==> config.mk <==
export PLATFORM = sky130hd
export DESIGN_NAME = bmp_stream_to_framebuffer
export DESIGN_NICKNAME = d
export VERILOG_FILES = /design/src/rtl/bsf_pkg.sv /design/src/rtl/bsf_front.sv /design/src/rtl/bsf_fifo.sv /design/src/rtl/bsf_back.sv /design/src/rtl/bmp_stream_to_framebuffer.sv
export VERILOG_INCLUDE_DIRS = /design/src /design/src/rtl
export SDC_FILE = /design/constraint.sdc
export NUM_CORES = 1
export LEC_CHECK = 0
export BUFFER_PORTS_ARGS = -buffer_cell sky130_fd_sc_hd__clkbuf_2
export CAP_MARGIN = 10
export CORE_ASPECT_RATIO = 0.7
export CORE_MARGIN = 2
export CORE_UTILIZATION = 55
export CTS_BUF_LIST = sky130_fd_sc_hd__clkbuf_2 sky130_fd_sc_hd__clkbuf_4 sky130_fd_sc_hd__clkbuf_8
export DETAILED_ROUTE_END_ITERATION = 8
export PLACE_DENSITY = 0.73
export SLEW_MARGIN = 10
export SYNTH_ARGS = -nofsm -noshare
export SYNTH_HDL_FRONTEND = slang
export SYNTH_HIERARCHICAL = 1
export SYNTH_SLANG_ARGS = --single-unit
==> constraint.sdc <==
create_clock -name i_clk -period 9.1 [get_ports i_clk]
set_input_delay 2.73 -clock i_clk [delete_from_list [all_inputs] [get_ports i_clk]]
set_output_delay 2.73 -clock i_clk [all_outputs]
set_load 0.02 [all_outputs]
==> src/rtl/bmp_stream_to_framebuffer_macros.svh <==
// ----------------------------------------------------------------------------
// BMP stream to framebuffer assertion macros
// Shared concurrent assertion forms, clocked and reset-qualified.
// ----------------------------------------------------------------------------
`ifndef BMP_STREAM_TO_FRAMEBUFFER_MACROS_SVH
`define BMP_STREAM_TO_FRAMEBUFFER_MACROS_SVH

// same-cycle implication
`define BSF_ASSERT_NOW(lbl, clk, rst_n, a, c, msg) \
    lbl: assert property (@(posedge clk) disable iff (!rst_n) (a) |-> (c)) \
        else $error(msg);

// next-cycle implication
`define BSF_ASSERT_NEXT(lbl, clk, rst_n, a, c, msg) \
    lbl: assert property (@(posedge clk) disable iff (!rst_n) (a) |=> (c)) \
        else $error(msg);

`endif

==> src/rtl/bsf_pkg.sv <==
// ----------------------------------------------------------------------------
// BMP stream to framebuffer package
// Shared constants, codes and the job record passed from parser to writer.
// ----------------------------------------------------------------------------
`timescale 1ns / 1ps

package bsf_pkg;

    localparam int DISPLAY_WIDTH  = 128;
    localparam int DISPLAY_HEIGHT = 128;

    localparam logic [2:0] ST_PIXEL    = 3'd0;
    localparam logic [2:0] ST_NO_TAG   = 3'd1;
    localparam logic [2:0] ST_TOO_BIG  = 3'd2;
    localparam logic [2:0] ST_BAD_BPP  = 3'd3;
    localparam logic [2:0] ST_BAD_MASK = 3'd4;
    localparam logic [2:0] ST_BAD_COMP = 3'd5;
    localparam logic [2:0] ST_BPP24    = 3'd6;

    localparam logic [1:0] DM_BAD = 2'd0;
    localparam logic [1:0] DM_1   = 2'd1;
    localparam logic [1:0] DM_16  = 2'd2;
    localparam logic [1:0] DM_24  = 2'd3;

    localparam logic [1:0] CM_PLAIN = 2'd0;
    localparam logic [1:0] CM_BITF  = 2'd1;
    localparam logic [1:0] CM_OTHER = 2'd2;

    localparam logic [0:0] CFG_SET_COLOR   = 1'b0;
    localparam logic [0:0] CFG_CLEAR_COLOR = 1'b1;

    localparam logic [15:0] BM_TAG = 16'h424D;

    typedef struct packed {
        logic [2:0]  status;
        logic [6:0]  row;
        logic [6:0]  col;
        logic [15:0] color;
        logic [7:0]  bits;
        logic [3:0]  cnt;
        logic        mono;
    } t_job;

    function automatic logic [31:0] mask_expect(input logic [1:0] wi);
        case (wi)
            2'd0:    mask_expect = 32'h0000F800;
            2'd1:    mask_expect = 32'h000007E0;
            2'd2:    mask_expect = 32'h0000001F;
            default: mask_expect = 32'h00000000;
        endcase
    endfunction

endpackage

==> src/rtl/bsf_front.sv <==
// ----------------------------------------------------------------------------
// BMP parser front end
// Parses header, palette and masks; turns pixel bytes into write jobs.
// ----------------------------------------------------------------------------
`timescale 1ns / 1ps

module bsf_front (
    input  logic           i_clk,
    input  logic           i_rst_n,
    input  logic           i_take,
    input  logic [7:0]     i_data_byte,
    input  logic           i_file_start,
    output logic           o_push,
    output bsf_pkg::t_job  o_job
);

    typedef enum logic [4:0] {
        PH_HEADER  = 5'b00001,
        PH_PALETTE = 5'b00010,
        PH_MASK    = 5'b00100,
        PH_PIXELS  = 5'b01000,
        PH_DONE    = 5'b10000
    } t_phase;

    localparam logic [8:0] DW = 9'(bsf_pkg::DISPLAY_WIDTH);
    localparam logic [8:0] DH = 9'(bsf_pkg::DISPLAY_HEIGHT);

    t_phase      r_phase, n_phase;
    logic [6:0]  r_pos, n_pos;
    logic [31:0] r_fa, n_fa;
    logic [7:0]  r_w, n_w, r_h, n_h, r_rows, n_rows, r_lo, n_lo;
    logic [1:0]  r_dm, n_dm, r_cm, n_cm;
    logic        r_inv, n_inv, r_mgood, n_mgood, r_tag, n_tag, r_sbad, n_sbad;
    logic [8:0]  r_k, n_k;

    logic [2:0]  err;
    logic [8:0]  stride, used, k8, rem, ox, oy, rowv;
    logic [15:0] bits16;
    logic [7:0]  v, hi8, lo8;
    logic [6:0]  mpos;

    always_comb begin
        n_phase = r_phase; n_pos = r_pos; n_fa = r_fa; n_w = r_w; n_h = r_h;
        n_rows = r_rows; n_lo = r_lo; n_dm = r_dm; n_cm = r_cm; n_inv = r_inv;
        n_mgood = r_mgood; n_tag = r_tag; n_sbad = r_sbad; n_k = r_k;
        o_push = 1'b0;
        o_job = '0;
        err = bsf_pkg::ST_PIXEL;
        stride = '0; used = '0; k8 = '0; rem = '0; bits16 = '0;
        v = '0; hi8 = '0; lo8 = '0; mpos = '0;
        ox = (DW - {1'b0, r_w}) >> 1;
        oy = (DH - {1'b0, r_h}) >> 1;
        rowv = {1'b0, r_h} - 9'd1 - {1'b0, r_rows} + oy;
        if (i_take) begin
            if (i_file_start) begin
                n_phase = PH_HEADER; n_pos = '0; n_fa = '0; n_w = '0; n_h = '0;
                n_rows = '0; n_lo = '0; n_dm = bsf_pkg::DM_BAD;
                n_cm = bsf_pkg::CM_PLAIN; n_inv = 1'b0; n_mgood = 1'b1;
                n_tag = 1'b0; n_sbad = 1'b0; n_k = '0;
            end
            case (n_phase)
                PH_HEADER: begin
                    n_fa = {i_data_byte, n_fa[31:8]};
                    case (n_pos)
                        7'd1:  n_tag = ({n_fa[23:16], n_fa[31:24]} == bsf_pkg::BM_TAG);
                        7'd21: begin
                            if (n_fa > 32'(bsf_pkg::DISPLAY_WIDTH)) begin
                                n_sbad = 1'b1; n_w = 8'(bsf_pkg::DISPLAY_WIDTH);
                            end else begin
                                n_w = n_fa[7:0];
                            end
                        end
                        7'd25: begin
                            if (n_fa > 32'(bsf_pkg::DISPLAY_HEIGHT)) begin
                                n_sbad = 1'b1; n_h = 8'(bsf_pkg::DISPLAY_HEIGHT);
                            end else begin
                                n_h = n_fa[7:0];
                            end
                        end
                        7'd29: begin
                            bits16 = n_fa[31:16];
                            n_dm = (bits16 == 16'd1)  ? bsf_pkg::DM_1  :
                                   (bits16 == 16'd16) ? bsf_pkg::DM_16 :
                                   (bits16 == 16'd24) ? bsf_pkg::DM_24 : bsf_pkg::DM_BAD;
                        end
                        7'd33: n_cm = (n_fa == 32'd0) ? bsf_pkg::CM_PLAIN :
                                      (n_fa == 32'h0003) ? bsf_pkg::CM_BITF :
                                      bsf_pkg::CM_OTHER;
                        7'd53: begin
                            if (!n_tag) err = bsf_pkg::ST_NO_TAG;
                            else if (n_sbad) err = bsf_pkg::ST_TOO_BIG;
                            else if (n_dm == bsf_pkg::DM_BAD) err = bsf_pkg::ST_BAD_BPP;
                            else if (n_dm == bsf_pkg::DM_24) err = bsf_pkg::ST_BPP24;
                            else if (n_dm == bsf_pkg::DM_1) n_phase = PH_PALETTE;
                            else if (n_cm == bsf_pkg::CM_PLAIN) begin
                                n_rows = '0; n_k = '0;
                                n_phase = (n_w == 8'd0 || n_h == 8'd0) ? PH_DONE : PH_PIXELS;
                            end else if (n_cm == bsf_pkg::CM_BITF) n_phase = PH_MASK;
                            else err = bsf_pkg::ST_BAD_COMP;
                        end
                        default: ;
                    endcase
                    n_pos = n_pos + 7'd1;
                end
                PH_PALETTE: begin
                    if (n_pos == 7'd54) n_inv = (i_data_byte == 8'd0);
                    n_pos = n_pos + 7'd1;
                    if (n_pos >= 7'd62) begin
                        n_rows = '0; n_k = '0;
                        n_phase = (n_w == 8'd0 || n_h == 8'd0) ? PH_DONE : PH_PIXELS;
                    end
                end
                PH_MASK: begin
                    n_fa = {i_data_byte, n_fa[31:8]};
                    mpos = n_pos - 7'd57;
                    if (n_pos >= 7'd57 && mpos[1:0] == 2'd0) begin
                        if (n_fa != bsf_pkg::mask_expect(mpos[3:2])) n_mgood = 1'b0;
                    end
                    if (n_pos >= 7'd69) begin
                        if (!n_mgood) err = bsf_pkg::ST_BAD_MASK;
                        else begin
                            n_rows = '0; n_k = '0;
                            n_phase = (n_w == 8'd0 || n_h == 8'd0) ? PH_DONE : PH_PIXELS;
                        end
                    end
                    n_pos = n_pos + 7'd1;
                end
                PH_PIXELS: begin
                    o_job.row = rowv[6:0];
                    o_job.status = bsf_pkg::ST_PIXEL;
                    if (n_dm == bsf_pkg::DM_1) begin
                        stride = ((({1'b0, n_w} + 9'd31) >> 5) << 2);
                        used = ({1'b0, n_w} + 9'd7) >> 3;
                        if (n_k < used) begin
                            k8 = n_k << 3;
                            rem = {1'b0, n_w} - k8;
                            v = n_inv ? ~i_data_byte : i_data_byte;
                            o_push = 1'b1;
                            o_job.mono = 1'b1;
                            o_job.bits = v;
                            o_job.cnt = (rem >= 9'd8) ? 4'd8 : rem[3:0];
                            o_job.col = 7'(ox + k8);
                        end
                    end else begin
                        stride = ((({1'b0, n_w} + 9'd1) >> 1) << 2);
                        used = {n_w, 1'b0};
                        if (n_k < used) begin
                            if (!n_k[0]) n_lo = i_data_byte;
                            else begin
                                if (n_cm == bsf_pkg::CM_PLAIN) begin
                                    hi8 = {i_data_byte[6:0], n_lo[7]};
                                    lo8 = {n_lo[6:5], n_lo[5], n_lo[4:0]};
                                end else begin
                                    hi8 = i_data_byte; lo8 = n_lo;
                                end
                                o_push = 1'b1;
                                o_job.color = {hi8, lo8};
                                o_job.cnt = 4'd1;
                                o_job.col = 7'(ox + (n_k >> 1));
                            end
                        end
                    end
                    n_k = n_k + 9'd1;
                    if (n_k >= stride) begin
                        n_k = '0;
                        n_rows = n_rows + 8'd1;
                        if (n_rows >= n_h) n_phase = PH_DONE;
                    end
                end
                default: ;
            endcase
            if (err != bsf_pkg::ST_PIXEL) begin
                o_push = 1'b1;
                o_job = '0;
                o_job.status = err;
                o_job.cnt = 4'd1;
                n_phase = PH_DONE;
            end
        end
    end

    always_ff @(posedge i_clk) begin
        if (!i_rst_n) begin
            r_phase <= PH_HEADER; r_pos <= '0; r_fa <= '0; r_w <= '0; r_h <= '0;
            r_rows <= '0; r_lo <= '0; r_dm <= bsf_pkg::DM_BAD;
            r_cm <= bsf_pkg::CM_PLAIN; r_inv <= 1'b0; r_mgood <= 1'b1;
            r_tag <= 1'b0; r_sbad <= 1'b0; r_k <= '0;
        end else begin
            r_phase <= n_phase; r_pos <= n_pos; r_fa <= n_fa; r_w <= n_w; r_h <= n_h;
            r_rows <= n_rows; r_lo <= n_lo; r_dm <= n_dm; r_cm <= n_cm; r_inv <= n_inv;
            r_mgood <= n_mgood; r_tag <= n_tag; r_sbad <= n_sbad; r_k <= n_k;
        end
    end

endmodule

==> src/rtl/bsf_fifo.sv <==
// ----------------------------------------------------------------------------
// BMP job queue
// Two-entry queue decoupling the parser from the pixel writer.
// ----------------------------------------------------------------------------
`timescale 1ns / 1ps
`include "bmp_stream_to_framebuffer_macros.svh"

module bsf_fifo (
    input  logic           i_clk,
    input  logic           i_rst_n,
    input  logic           i_push,
    input  bsf_pkg::t_job  i_job,
    input  logic           i_pop,
    output logic           o_full,
    output logic           o_empty,
    output bsf_pkg::t_job  o_head
);

    bsf_pkg::t_job r_mem [2];
    logic       r_wp, r_rp;
    logic [1:0] r_cnt;

    assign o_full  = (r_cnt == 2'd2);
    assign o_empty = (r_cnt == 2'd0);
    assign o_head  = r_mem[r_rp];

    always_ff @(posedge i_clk) begin
        if (i_push) r_mem[r_wp] <= i_job;
    end

    always_ff @(posedge i_clk) begin
        if (!i_rst_n) begin
            r_wp <= 1'b0; r_rp <= 1'b0; r_cnt <= '0;
        end else begin
            if (i_push) r_wp <= ~r_wp;
            if (i_pop) r_rp <= ~r_rp;
            r_cnt <= r_cnt + 2'(i_push) - 2'(i_pop);
        end
    end

    `BSF_ASSERT_NOW(a_cnt_max, i_clk, i_rst_n, 1'b1, r_cnt <= 2'd2, "queue count overflow")
    `BSF_ASSERT_NOW(a_no_push_full, i_clk, i_rst_n, o_full, !i_push, "push into full queue")
    `BSF_ASSERT_NOW(a_no_pop_empty, i_clk, i_rst_n, o_empty, !i_pop, "pop from empty queue")

endmodule

==> src/rtl/bsf_back.sv <==
// ----------------------------------------------------------------------------
// BMP pixel writer back end
// Expands queued jobs into one write per cycle when not stalled; holds colors.
// ----------------------------------------------------------------------------
`timescale 1ns / 1ps
`include "bmp_stream_to_framebuffer_macros.svh"

module bsf_back (
    input  logic           i_clk,
    input  logic           i_rst_n,
    input  logic           i_cfg_we,
    input  logic [1:0]     i_cfg_index,
    input  logic [15:0]    i_cfg_data,
    input  logic           i_empty,
    input  bsf_pkg::t_job  i_head,
    output logic           o_pop,
    output logic           o_out_valid,
    input  logic           i_out_ready,
    output logic [2:0]     o_status,
    output logic [6:0]     o_pixel_row,
    output logic [6:0]     o_pixel_column,
    output logic [15:0]    o_pixel_color,
    output logic           o_run_last
);

    logic [15:0] r_set, r_clr;
    logic [2:0]  r_t;
    logic        r_valid;
    logic        emit, last, bitv;

    assign emit  = !i_empty && (!r_valid || i_out_ready);
    assign last  = !i_head.mono || ({1'b0, r_t} == i_head.cnt - 4'd1);
    assign bitv  = i_head.bits[3'd7 - r_t];
    assign o_pop = emit && last;
    assign o_out_valid = r_valid;

    always_ff @(posedge i_clk) begin
        if (!i_rst_n) begin
            r_set <= 16'd0; r_clr <= 16'd2047;
        end else if (i_cfg_we && i_cfg_index[1] == 1'b0) begin
            if (i_cfg_index[0] == bsf_pkg::CFG_SET_COLOR) r_set <= i_cfg_data;
            else r_clr <= i_cfg_data;
        end
    end

    always_ff @(posedge i_clk) begin
        if (!i_rst_n) begin
            r_valid <= 1'b0; r_t <= '0;
        end else begin
            if (emit) r_valid <= 1'b1;
            else if (i_out_ready) r_valid <= 1'b0;
            if (o_pop) r_t <= '0;
            else if (emit) r_t <= r_t + 3'd1;
        end
    end

    always_ff @(posedge i_clk) begin
        if (emit) begin
            o_status       <= i_head.status;
            o_pixel_row    <= i_head.row;
            o_pixel_column <= i_head.col + 7'(r_t);
            o_pixel_color  <= i_head.mono ? (bitv ? r_set : r_clr) : i_head.color;
            o_run_last     <= last;
        end
    end

    `BSF_ASSERT_NOW(a_err_last, i_clk, i_rst_n, r_valid && o_status != bsf_pkg::ST_PIXEL, o_run_last, "error result not last")
    `BSF_ASSERT_NOW(a_err_zero, i_clk, i_rst_n, r_valid && o_status != bsf_pkg::ST_PIXEL, o_pixel_column == 7'd0 && o_pixel_color == 16'd0, "error payload nonzero")
    `BSF_ASSERT_NEXT(a_pop_last, i_clk, i_rst_n, o_pop, r_valid && o_run_last, "pop without last result")

endmodule

==> src/rtl/bmp_stream_to_framebuffer.sv <==
// ----------------------------------------------------------------------------
// BMP stream to framebuffer
// Parses a BMP byte stream and emits centred, bottom-up pixel writes.
// ----------------------------------------------------------------------------
// Header, palette, mask and 16-bit pixel bytes are taken one per cycle while
// the job queue is not full; a 1-bit pixel byte yields up to eight writes,
// one per cycle while the output is ready; the writer sets the sustained rate.
// A two-entry job queue lets the parser keep taking bytes while writes drain.
`timescale 1ns / 1ps

module bmp_stream_to_framebuffer (
    input  logic        i_clk,
    input  logic        i_rst_n,
    input  logic        i_in_valid,
    output logic        o_in_ready,
    input  logic [7:0]  i_data_byte,
    input  logic        i_file_start,
    output logic        o_out_valid,
    input  logic        i_out_ready,
    output logic [2:0]  o_status,
    output logic [6:0]  o_pixel_row,
    output logic [6:0]  o_pixel_column,
    output logic [15:0] o_pixel_color,
    output logic        o_run_last,
    input  logic        i_cfg_valid,
    output logic        o_cfg_ready,
    input  logic [1:0]  i_cfg_index,
    input  logic [15:0] i_cfg_data
);

    bsf_pkg::t_job job, head;
    logic push, pop, full, empty, take;

    assign o_in_ready  = !full;
    assign o_cfg_ready = 1'b1;
    assign take        = i_in_valid && !full;

    bsf_front u_front (
        .i_clk(i_clk), .i_rst_n(i_rst_n), .i_take(take),
        .i_data_byte(i_data_byte), .i_file_start(i_file_start),
        .o_push(push), .o_job(job)
    );

    bsf_fifo u_fifo (
        .i_clk(i_clk), .i_rst_n(i_rst_n), .i_push(push), .i_job(job),
        .i_pop(pop), .o_full(full), .o_empty(empty), .o_head(head)
    );

    bsf_back u_back (
        .i_clk(i_clk), .i_rst_n(i_rst_n),
        .i_cfg_we(i_cfg_valid), .i_cfg_index(i_cfg_index), .i_cfg_data(i_cfg_data),
        .i_empty(empty), .i_head(head), .o_pop(pop),
        .o_out_valid(o_out_valid), .i_out_ready(i_out_ready),
        .o_status(o_status), .o_pixel_row(o_pixel_row),
        .o_pixel_column(o_pixel_column), .o_pixel_color(o_pixel_color),
        .o_run_last(o_run_last)
    );

endmodule
# Word level (Yosys, flattened, before mapping)
# Memories as Yosys holds them, arrays and structs flattened. A register that Yosys moved wholly into a read port is not among the register bits.
# Index checks and enable logic that the tools add are counted.
# Widths: inputs -> output; s select.
[classes] n_lt_le_gt_ge=10 add_sub_neg=21 eq_ne=24 n_bitwise=6 mux=152 n_reduce_logical=29
[op_table] op="$mux 8" n=31
[op_table] op="$mux 32" n=6
[op_table] op="$mux 9" n=16
[op_table] op="$mux 46" n=2
[op_table] op="$mux 5" n=17
[op_table] op="$mux 16" n=3
[op_table] op="$pmux 16 s3" n=1
[op_table] op="$mux 23" n=2
[op_table] op="$mux 43" n=1
[op_table] op="$pmux 9 s4" n=1
[op_table] op="$mux 1" n=35
[op_table] op="$mux 7" n=5
[op_table] op="$mux 3" n=11
[op_table] op="$eq 16x5->1 const B" n=2
[op_table] op="$eq 32x2->1 const B" n=1
[op_table] op="$gt 32x8->1 const B" n=1
[op_table] op="$logic_not 32->1" n=1
[op_table] op="$ne 32x32->1" n=1
[op_table] op="$pmux 8 s4" n=1
[op_table] op="$mux 2" n=13
[op_table] op="$logic_not 8->1" n=3
[op_table] op="$add 7x7->7" n=3
[op_table] op="$eq 7x5->1 const B" n=3
[op_table] op="$eq 7x6->1 const B" n=3
[op_table] op="50 further kinds" n=79
[totals] output_inout_bits=37 regBits=159 mem_count=1 word_cells=269 mem_bits_rw=92
[memory_table] memory="u_fifo.r_mem" words=2 word_bits=46 rd=1 rd_ports_with_merged_regs=1 wr=1 line_no="bsf_fifo.sv:19" rtl="bsf_pkg::t_job r_mem [2];"

# Longest topological paths before layout
# Gate-level depths: netlist of run 1.
[depth] word_depth=24 mapped_depth=21 depth_no_buf=17

# By module
# Netlist of run 1, hierarchy kept.
[modules_own_cells] module="bsf_front" cells_per_inst=1071 n_inst=1 area_per_inst_um2=7870.0 seq_area_each_um2=1701.6
[modules_own_cells] module="bsf_fifo" cells_per_inst=164 n_inst=1 area_per_inst_um2=3747.3 seq_area_each_um2=2862.7
[modules_own_cells] module="bsf_back" cells_per_inst=280 n_inst=1 area_per_inst_um2=2956.6 seq_area_each_um2=1741.7
[modules_own_cells] module="bmp_stream_to_framebuffer" cells_per_inst=4 n_inst=1 area_per_inst_um2=21.3 seq_area_each_um2=0.0

# Worst setup path after synthesis of run 1
# OpenSTA, ideal clock, no wires.
[synth_timing] kind="input to register" start="in i_file_start" end="mem u_fifo/r_mem[0][0] in the netlist's numbering (enable)" n_path_buf=5 setup_ps=456 stages=15 slack_ps=965 arrival_time_ps=7679 path_cell_list="clkbuf_8 -> clkbuf_8 -> clkbuf_1 -> clkbuf_1 -> clkbuf_1 -> nor2b_1 -> inv_1 -> ha_1 -> nor3b_1 -> or3_1 -> or3_1 -> a21oi_1 -> inv_1 -> a21oi_1 -> nor2b_1"
[synth_between] elab_chain_len=22 elab_cells_between_ends=70
[synth_rtl] item="start, declared" line_no="bmp_stream_to_framebuffer.sv:17" rtl="input logic i_file_start,"
[synth_rtl] item="$mux 7" line_no="bsf_front.sv:55" rtl="if (i_file_start) begin"
[synth_rtl] item="$mux 7" line_no="bsf_front.sv:54" rtl="if (i_take) begin"
[synth_rtl] item="$sub 4x4->4" line_no="bsf_front.sv:115" rtl="mpos = n_pos - 7'd57;"
[synth_rtl] item="$eq 2x2->1, or another cell as far along" line_no="bsf_pkg.sv:45" rtl="case (wi)"
[synth_rtl] item="$pmux 16 s3" line_no="bsf_pkg.sv:45"
[synth_rtl] item="$mux 32" line_no="bsf_front.sv:116" rtl="if (n_pos >= 7'd57 && mpos[1:0] == 2'd0) begin"
[synth_rtl] item="$mux 32" line_no="bsf_front.sv:61" rtl="case (n_phase)"
[synth_rtl] item="$mux 32" line_no="bsf_front.sv:54"
[synth_rtl] item="[... 7 more ...]"
[synth_rtl] item="$pmux 3 s2" line_no="bsf_front.sv:61"
[synth_rtl] item="$mux 3" line_no="bsf_front.sv:54"
[synth_rtl] item="$reduce_bool 3->1" line_no="bsf_front.sv:172" rtl="if (err != bsf_pkg::ST_PIXEL) begin"
[synth_rtl] item="$mux 1 (*)" line_no="bsf_front.sv:172"
[synth_rtl] item="$mux 1 (*)" line_no="bsf_front.sv:54"
[synth_rtl] item="via push" line_no="bmp_stream_to_framebuffer.sv:32" rtl="logic push, pop, full, empty, take;"
[synth_rtl] item="$mux 1 (*)" line_no="bsf_fifo.sv:28" rtl="if (i_push) r_mem[r_wp] <= i_job;"
[synth_rtl] item="$mux 1 (implied by the code) (*)" line_no="bsf_fifo.sv:28"
[synth_rtl] item="end, declared" line_no="bsf_fifo.sv:19"
# The timed path passes the listed nets; every way through them passes the cells marked *. The select of a mux whose other input is x is not followed.

# Final worst setup path of run 1
[layout_timing] start="in i_file_start" end="mem u_fifo/r_mem[0][19] in the netlist's numbering (enable)"
# The elaborated chain is that of the path after synthesis.

==> impl_metrics.ini, run 1 <==
[status]
status = finished, final reports clean

[layout]
final_util_pct = 60.7
drive_above_1_share_pct = 14.6
nNetsFinal = 1653
multi_input_area_sq_um = 7490
area_growth_pct = 7.60
final_common_cell = nand2_1
final_cell_mix = nand2_1 (182), nor2_1 (168), edfxtp_1 (126)
final-seq-area_sq_um = 6310
antenna_cells = 0
fin_cells = 1940
n_fill_cell = 2245

[die]
ios = 69
rows = 49
start_util_pct = 56.4
die_area_sq_um = 27900
dieHeight_um = 140
core_sq_um = 25900
die_x_um = 199

[clock_tree]
clk_latency_ns = 0.57
cts_buffers = 40
cts_tree = done
postCtsSetupBuffers = 0
clock-sinks = 252
cts.path.max_buffers = 3
holdBufCountCts = 0
cts_root_buf = clkbuf_8
post_cts_resized = 0
ctsHtreeMaxLevel = 2
path_clk_slew_ns = 0.06

[logic_synthesis]
synth_cells = 1519
netlist_area_sq_um = 14600
async_reset_ff_share_pct = 0
synth_enable_flop_cells = 126
syn_area_per_cell_sq_um = 9.61
ys_ff_latch = 252
synth.distinct_cells = 100
yosysWarnings = 6
synth_flop_cell = edfxtp_1
synth_nets = 1621
seq_area_frac_synth_pct = 43.2

[timing]
finalSetupTns_ns = 0
slew_headroom_pct = 14.7
fin_crit_sh_pct = 72.9
clock.fmax_mhz = 151
hold_viol = 0
fin_crit_ns = 6.64
tightest_slew_ns = 1.28
finalSetupViolCount = 0
rsz0062_at_grt = no
drv_slew = 0
finClkSkew_ns = 0.0308

[critical_path]
reg2reg_from = u_front/r_pos[1]$_SDFFE_PN0P_
r2r_cells = 13
r2r_end = u_fifo/r_mem[0][19]$_DFFE_PP_
crit_type = in2reg
worstPathMaxFanout = 55
r2r_slack_ns = 4.58
cp-end-kind = flop
critPathArrivalTime_ns = 6.89
cp-start-kind = input pin
worstPathRequired_ns = 9.35

[placement]
dp_cells = 1866
hpwl_um = 25800
portBuffers = 67
place_congestion = 0.983

[global_route]
grt_usage_pct = 26.3
grt_pass1_vias = 10800
overflow = 0
grt_pass1_wl_um = 58000
antenna_found_initial = 0
grt_start_max_net_pins = 56

[route]
drc_errors = 0
detail_route.wl_per_cell_um = 18.8
dr.first_iter.drc_count = 1185
avgViaCountPerCell = 5.98
finalWirelength_um = 36500
firstDrtPassIters = 6
ant_nets = 0
num_vias = 11600

[pwr]
max-vdd-ir-drop_mv = 0.138
power_mw = 2.29
power_density_nw_per_um2 = 146
p_leak_nw = 5.77

[run]
cap_violations = 0

[hold_path]
hold_class = reg2reg
worstHoldStart = u_back/r_set[15]$_SDFFE_PN0P_
hold_depth = 2
holdPathEnd = u_back/r_set[15]$_SDFFE_PN0P_
==> cell type report <==
cell class	instances	area share [%]
Inverter	63	1.51
Timing Repair Buffer	80	2.76
Clock buffer	61	4.59
Clock inverter	13	0.446
Tap cell	357	2.84
Multi-Input combinational cell	1114	47.7
Sequential cell	252	40.2
==> routing by layer <==
metal  track usage [%]  vias to the layer above  wire, um
met5                 0                        -         0
met4              6.21                        0       654
met3              4.98                       56      3200
met2              37.3                      487     15100
met1              41.1                     5541     17500
li1                  -                     5517         -
==> registers in the layout, indices dropped and copies added, names as in the netlist, 2 cells and up, named ones only <==
name	count
u_fifo/r_mem	92
u_front/r_fa	24
u_back/o_pixel_color	16
u_back/r_clr	16
u_back/r_set	16
u_front/r_k	9
u_front/r_h	8
u_front/r_lo	8
u_front/r_rows	8
u_front/r_w	8
u_back/o_pixel_column	7
u_back/o_pixel_row	7
u_front/r_pos	7
u_front/r_phase	5
u_back/o_status	3
u_back/r_t	3
u_fifo/r_cnt	2
u_front/r_cm	2
u_front/r_dm	2
==> report_power, final <==
| group | switching, mW | leakage, nW | internal, mW |
|---|---|---|---|
| clock network | 0.450 | 0.425 | 0.510 |
| logic | 0.0820 | 3.28 | 0.0411 |
| registers | 0.0113 | 2.07 | 1.19 |
| total | 0.543 | 5.77 | 1.74 |
==> Yosys cell counts, types with 8 or more instances <==
cell	number	area share (%)
and3_1	8	0.34
nor2_1	168	4.3
nor3_1	29	0.99
clkbuf_8	10	0.94
nand2b_1	20	0.86
buf_1	8	0.21
dfxtp_1	126	17
or3_1	9	0.39
and2_1	10	0.43
a21oi_1	108	3.7
o31ai_1	8	0.41
clkbuf_1	56	1.4
nand2_1	182	4.7
fa_1	10	1.4
ha_1	60	5.1
nand3_1	34	1.2
nand4_1	13	0.56
xor2_1	22	1.3
xnor2_1	46	2.8
nor4_1	14	0.60
nor3b_1	16	0.82
o21ai_0	54	1.9
mux2i_1	32	2.2
a22oi_1	20	1.0
edfxtp_1	126	26
a22o_1	8	0.48
nor2b_1	31	1.3
mux2_4	40	4.1
inv_1	63	1.6
a21o_1	14	0.72
a31oi_1	15	0.64
o22ai_1	11	0.47
==> through the flow <==
stage          setup WS (ns)  hold WS (ns)  cell area (sq um)
6_report                2.46         0.454              15700
5_1_grt                 2.21         0.477              15700
4_1_cts                 2.56         0.455              15700
3_5_place_dp            1.98         0.447              14900
3_3_place_gp            2.05         0.436              14900
2_1_floorplan          0.965         0.427              14600
==> how the worst max path moves through the flow <==
stage	from	to	slack [ns]
4_1_cts	i_file_start	u_fifo/r_mem[0][19]$_DFFE_PP_	2.56
3_3_place_gp	i_file_start	u_fifo/r_mem[0][20]$_DFFE_PP_	2.05
3_5_place_dp	i_file_start	u_fifo/r_mem[0][23]$_DFFE_PP_	1.98
6_report	i_file_start	u_fifo/r_mem[0][19]$_DFFE_PP_	2.46
5_1_grt	i_file_start	u_fifo/r_mem[0][21]$_DFFE_PP_	2.21
2_1_floorplan	i_file_start	u_fifo/r_mem[0][0]$_DFFE_PP_	0.96
==> logic make-up after synthesis <==
logic type | after synthesis | share of synthesized area [%]
buffers and inverters | 153 | 5.56
other | 1 | 0.0257
DFF | 252 | 43.2
AOI/OAI and AO/OA | 315 | 13.9
adders and majority gates | 70 | 6.52
and+or+nand+nor | 576 | 19.1
xor gates and xnor gates | 70 | 4.40
muxes | 82 | 7.31
==> critical path, stage by stage <==
cell,delay (ns)
buf_2,0.26
buf_4,0.58
nor2b_1,0.28
ha_1,0.37
and2_1,0.16
o211ai_1,0.14
o21ai_0,0.23
or3_1,0.41
a21oi_1,0.19
inv_1,0.06
a21oi_1,0.28
nor2b_4,0.82
buf_4,0.35
(Power assumes the default switching activity.)
==> run 2, diff against run 1 <==
--- a/config.mk
+++ b/config.mk
@@ -13,7 +13,7 @@
 export CORE_UTILIZATION = 55
 export CTS_BUF_LIST = sky130_fd_sc_hd__clkbuf_2 sky130_fd_sc_hd__clkbuf_4 sky130_fd_sc_hd__clkbuf_8
 export DETAILED_ROUTE_END_ITERATION = 8
-export PLACE_DENSITY = 0.73
+export PLACE_DENSITY = 0.75
 export SLEW_MARGIN = 10
 export SYNTH_ARGS = -nofsm -noshare
 export SYNTH_HDL_FRONTEND = slang
==> constraint.sdc (replaced) <==
create_clock -name i_clk -period 5.4 [get_ports i_clk]
set_input_delay 1.62 -clock i_clk [delete_from_list [all_inputs] [get_ports i_clk]]
set_output_delay 1.62 -clock i_clk [all_outputs]
set_load 0.02 [all_outputs]
==> run 2 against run 1 <==
  * Die area did not move
  * Largest power group unchanged
  * Flip-flop and latch count did not move
  * Critical endpoint is now u_fifo/r_mem[0][4]$_DFFE_PP_
  * Critical path depth grew 1
  * Clock power increased by 67%
  * Sequential share of layout area down 0.55 points
  * Largest cell class unchanged
  * Highest routed layer unchanged
  * First-iteration DRC count is 16% higher
  * Hold slack got worse by 0.0072 ns
  * Final cell count increased by 0.98%
  * Register-to-register slack got worse by 3.2 ns
  * Clock-buffer cell count is 3 lower
==> impl_metrics.ini, run 2 (synthesized netlist as in run 1, its figures left out) <==
[critical_path]
crit_type = in2reg
critPathCapture = u_fifo/r_mem[0][4]$_DFFE_PP_
worstPathRequired_ns = 5.62
r2r_cells = 13
cp-start-kind = input pin
crit_path_start = i_file_start
worstPathMaxFanout = 22
r2r_slack_ns = 1.42
r2r_end = u_fifo/r_mem[0][4]$_DFFE_PP_
critPathArrivalTime_ns = 4.78
cp-end-kind = flop
reg2reg_from = u_front/r_w[5]$_SDFFE_PN0P_

[pwr]
p_sw_mw = 0.911
power_frac_clock_pct = 41.7
combPwrFrac_pct = 5.6
intPower_mw = 2.94
p_seq_share_pct = 52.7
max-vdd-ir-drop_mv = 0.183
p_leak_nw = 5.89
swShare_pct = 23.7
power_density_nw_per_um2 = 242

[layout]
largest_registers = u_fifo/r_mem x92, u_front/r_fa x24
largest_register = u_fifo/r_mem
stdcell_area_sq_um = 15900
largest_reg_flops = 92
final_common_cell = nand2_1
n_fill_cell = 2204
final_util_pct = 61.5
area_growth_pct = 9.09
nNetsFinal = 1676
drive_above_1_share_pct = 15.9
final_cell_mix = nand2_1 (182), nor2_1 (168), edfxtp_1 (126)
antenna_cells = 0
fin_cells = 1959

[die]
die_x_um = 199
die_area_sq_um = 27900
start_util_pct = 56.4
core_sq_um = 25900
rows = 49
dieHeight_um = 140
ios = 69

[timing]
hold_viol = 0
rsz0062_at_grt = no
finalSetupTns_ns = 0
tightest_slew_ns = 1.21
fin_crit_ns = 4.55
finClkSkew_ns = 0.0352
fin_crit_sh_pct = 84.3
drv_slew = 0
slew_headroom_pct = 18.7
finalHoldWorstSlack_ns = 0.447
clock.fmax_mhz = 220
finalSetupViolCount = 0

[run]
cap_violations = 0

[clock_tree]
ctsHtreeMaxLevel = 2
cts_root_buf = clkbuf_8
holdBufCountCts = 0
path_clk_slew_ns = 0.06
cts.path.max_buffers = 3
clk_latency_ns = 0.58
postCtsSetupBuffers = 0
post_cts_resized = 0
cts_buffers = 40
clock-sinks = 252
cts_tree = done

[hold_path]
hold_class = reg2reg
worstHoldStart = u_front/r_inv$_SDFFE_PN0P_

[route]
drc_errors = 0
avgViaCountPerCell = 5.99
ant_nets = 0
dr.first_iter.drc_count = 1375
num_vias = 11700
detail_route.wl_per_cell_um = 18.8
firstDrtPassIters = 6
finalWirelength_um = 36900

[global_route]
overflow = 0
grt_pass1_vias = 11000
grt_start_max_net_pins = 56
grt_usage_pct = 26.8
grt_pass1_wl_um = 59000
antenna_found_initial = 0

[placement]
placed_cell_area_sq_um = 15100
place_congestion = 0.965
portBuffers = 67
hpwl_um = 26600
dp_cells = 1889

[status]
status = finished, final reports clean
## run 2: worst min-delay path by stage
stage / endpoint / slack, ns / cells past startpoint
2_1_floorplan: u_front/r_inv$_SDFFE_PN0P_ / 0.43 / 2
3_3_place_gp: u_front/r_inv$_SDFFE_PN0P_ / 0.44 / 2
3_5_place_dp: u_front/r_inv$_SDFFE_PN0P_ / 0.44 / 2
4_1_cts: u_front/r_inv$_SDFFE_PN0P_ / 0.45 / 2
5_1_grt: u_back/r_set[2]$_SDFFE_PN0P_ / 0.48 / 2
6_report: u_front/r_inv$_SDFFE_PN0P_ / 0.45 / 2
## run 2: per-layer routing
layer	vias up	track usage, %	wire, um
met1	5580	41.2	17100
met2	572	38.6	15600
met5	-	0	0
met3	46	5.08	3640
met4	0	6.83	564
li1	5542	-	-
## run 2: critical path, stage by stage
cell      delay [ns]
buf_2           0.13
inv_1           0.34
buf_12          0.22
nand2_1         0.12
ha_1            0.34
and2_1          0.16
o211ai_1        0.14
o21ai_0         0.23
or3_1           0.42
a21oi_1         0.20
inv_1           0.08
a21oi_2         0.24
nor2b_4         0.22
buf_4           0.31
## run 2: layout make-up
type                            instances  area, sq um  share of cell area, %
Timing Repair Buffer                  103          656                   4.12
Multi-Input combinational cell       1114         7490                   47.1
Clock buffer                           58          717                   4.50
Tap cell                              357          447                   2.81
Clock inverter                         12         63.8                  0.401
Inverter                               63          236                   1.49
Sequential cell                       252         6310                   39.6
## run 2: power by group through the flow
stage / registers, mW / clock network (mW) / logic [mW]
global placement: 2.07 / 0 / 0.205
CTS: 2.03 / 1.64 / 0.211
global route: 2.03 / 1.72 / 0.236
detailed placement: 2.07 / 0 / 0.209
finish: 2.03 / 1.60 / 0.216
floorplan: 2.06 / 0 / 0.157
## run 2: metrics by stage
step	setup slack, ns	power, mW
after floorplan	0.0575	2.22
after global placement	0.426	2.27
after detailed placement	0.340	2.28
after CTS	0.932	3.88
after global routing	0.631	3.98
final	0.847	3.85
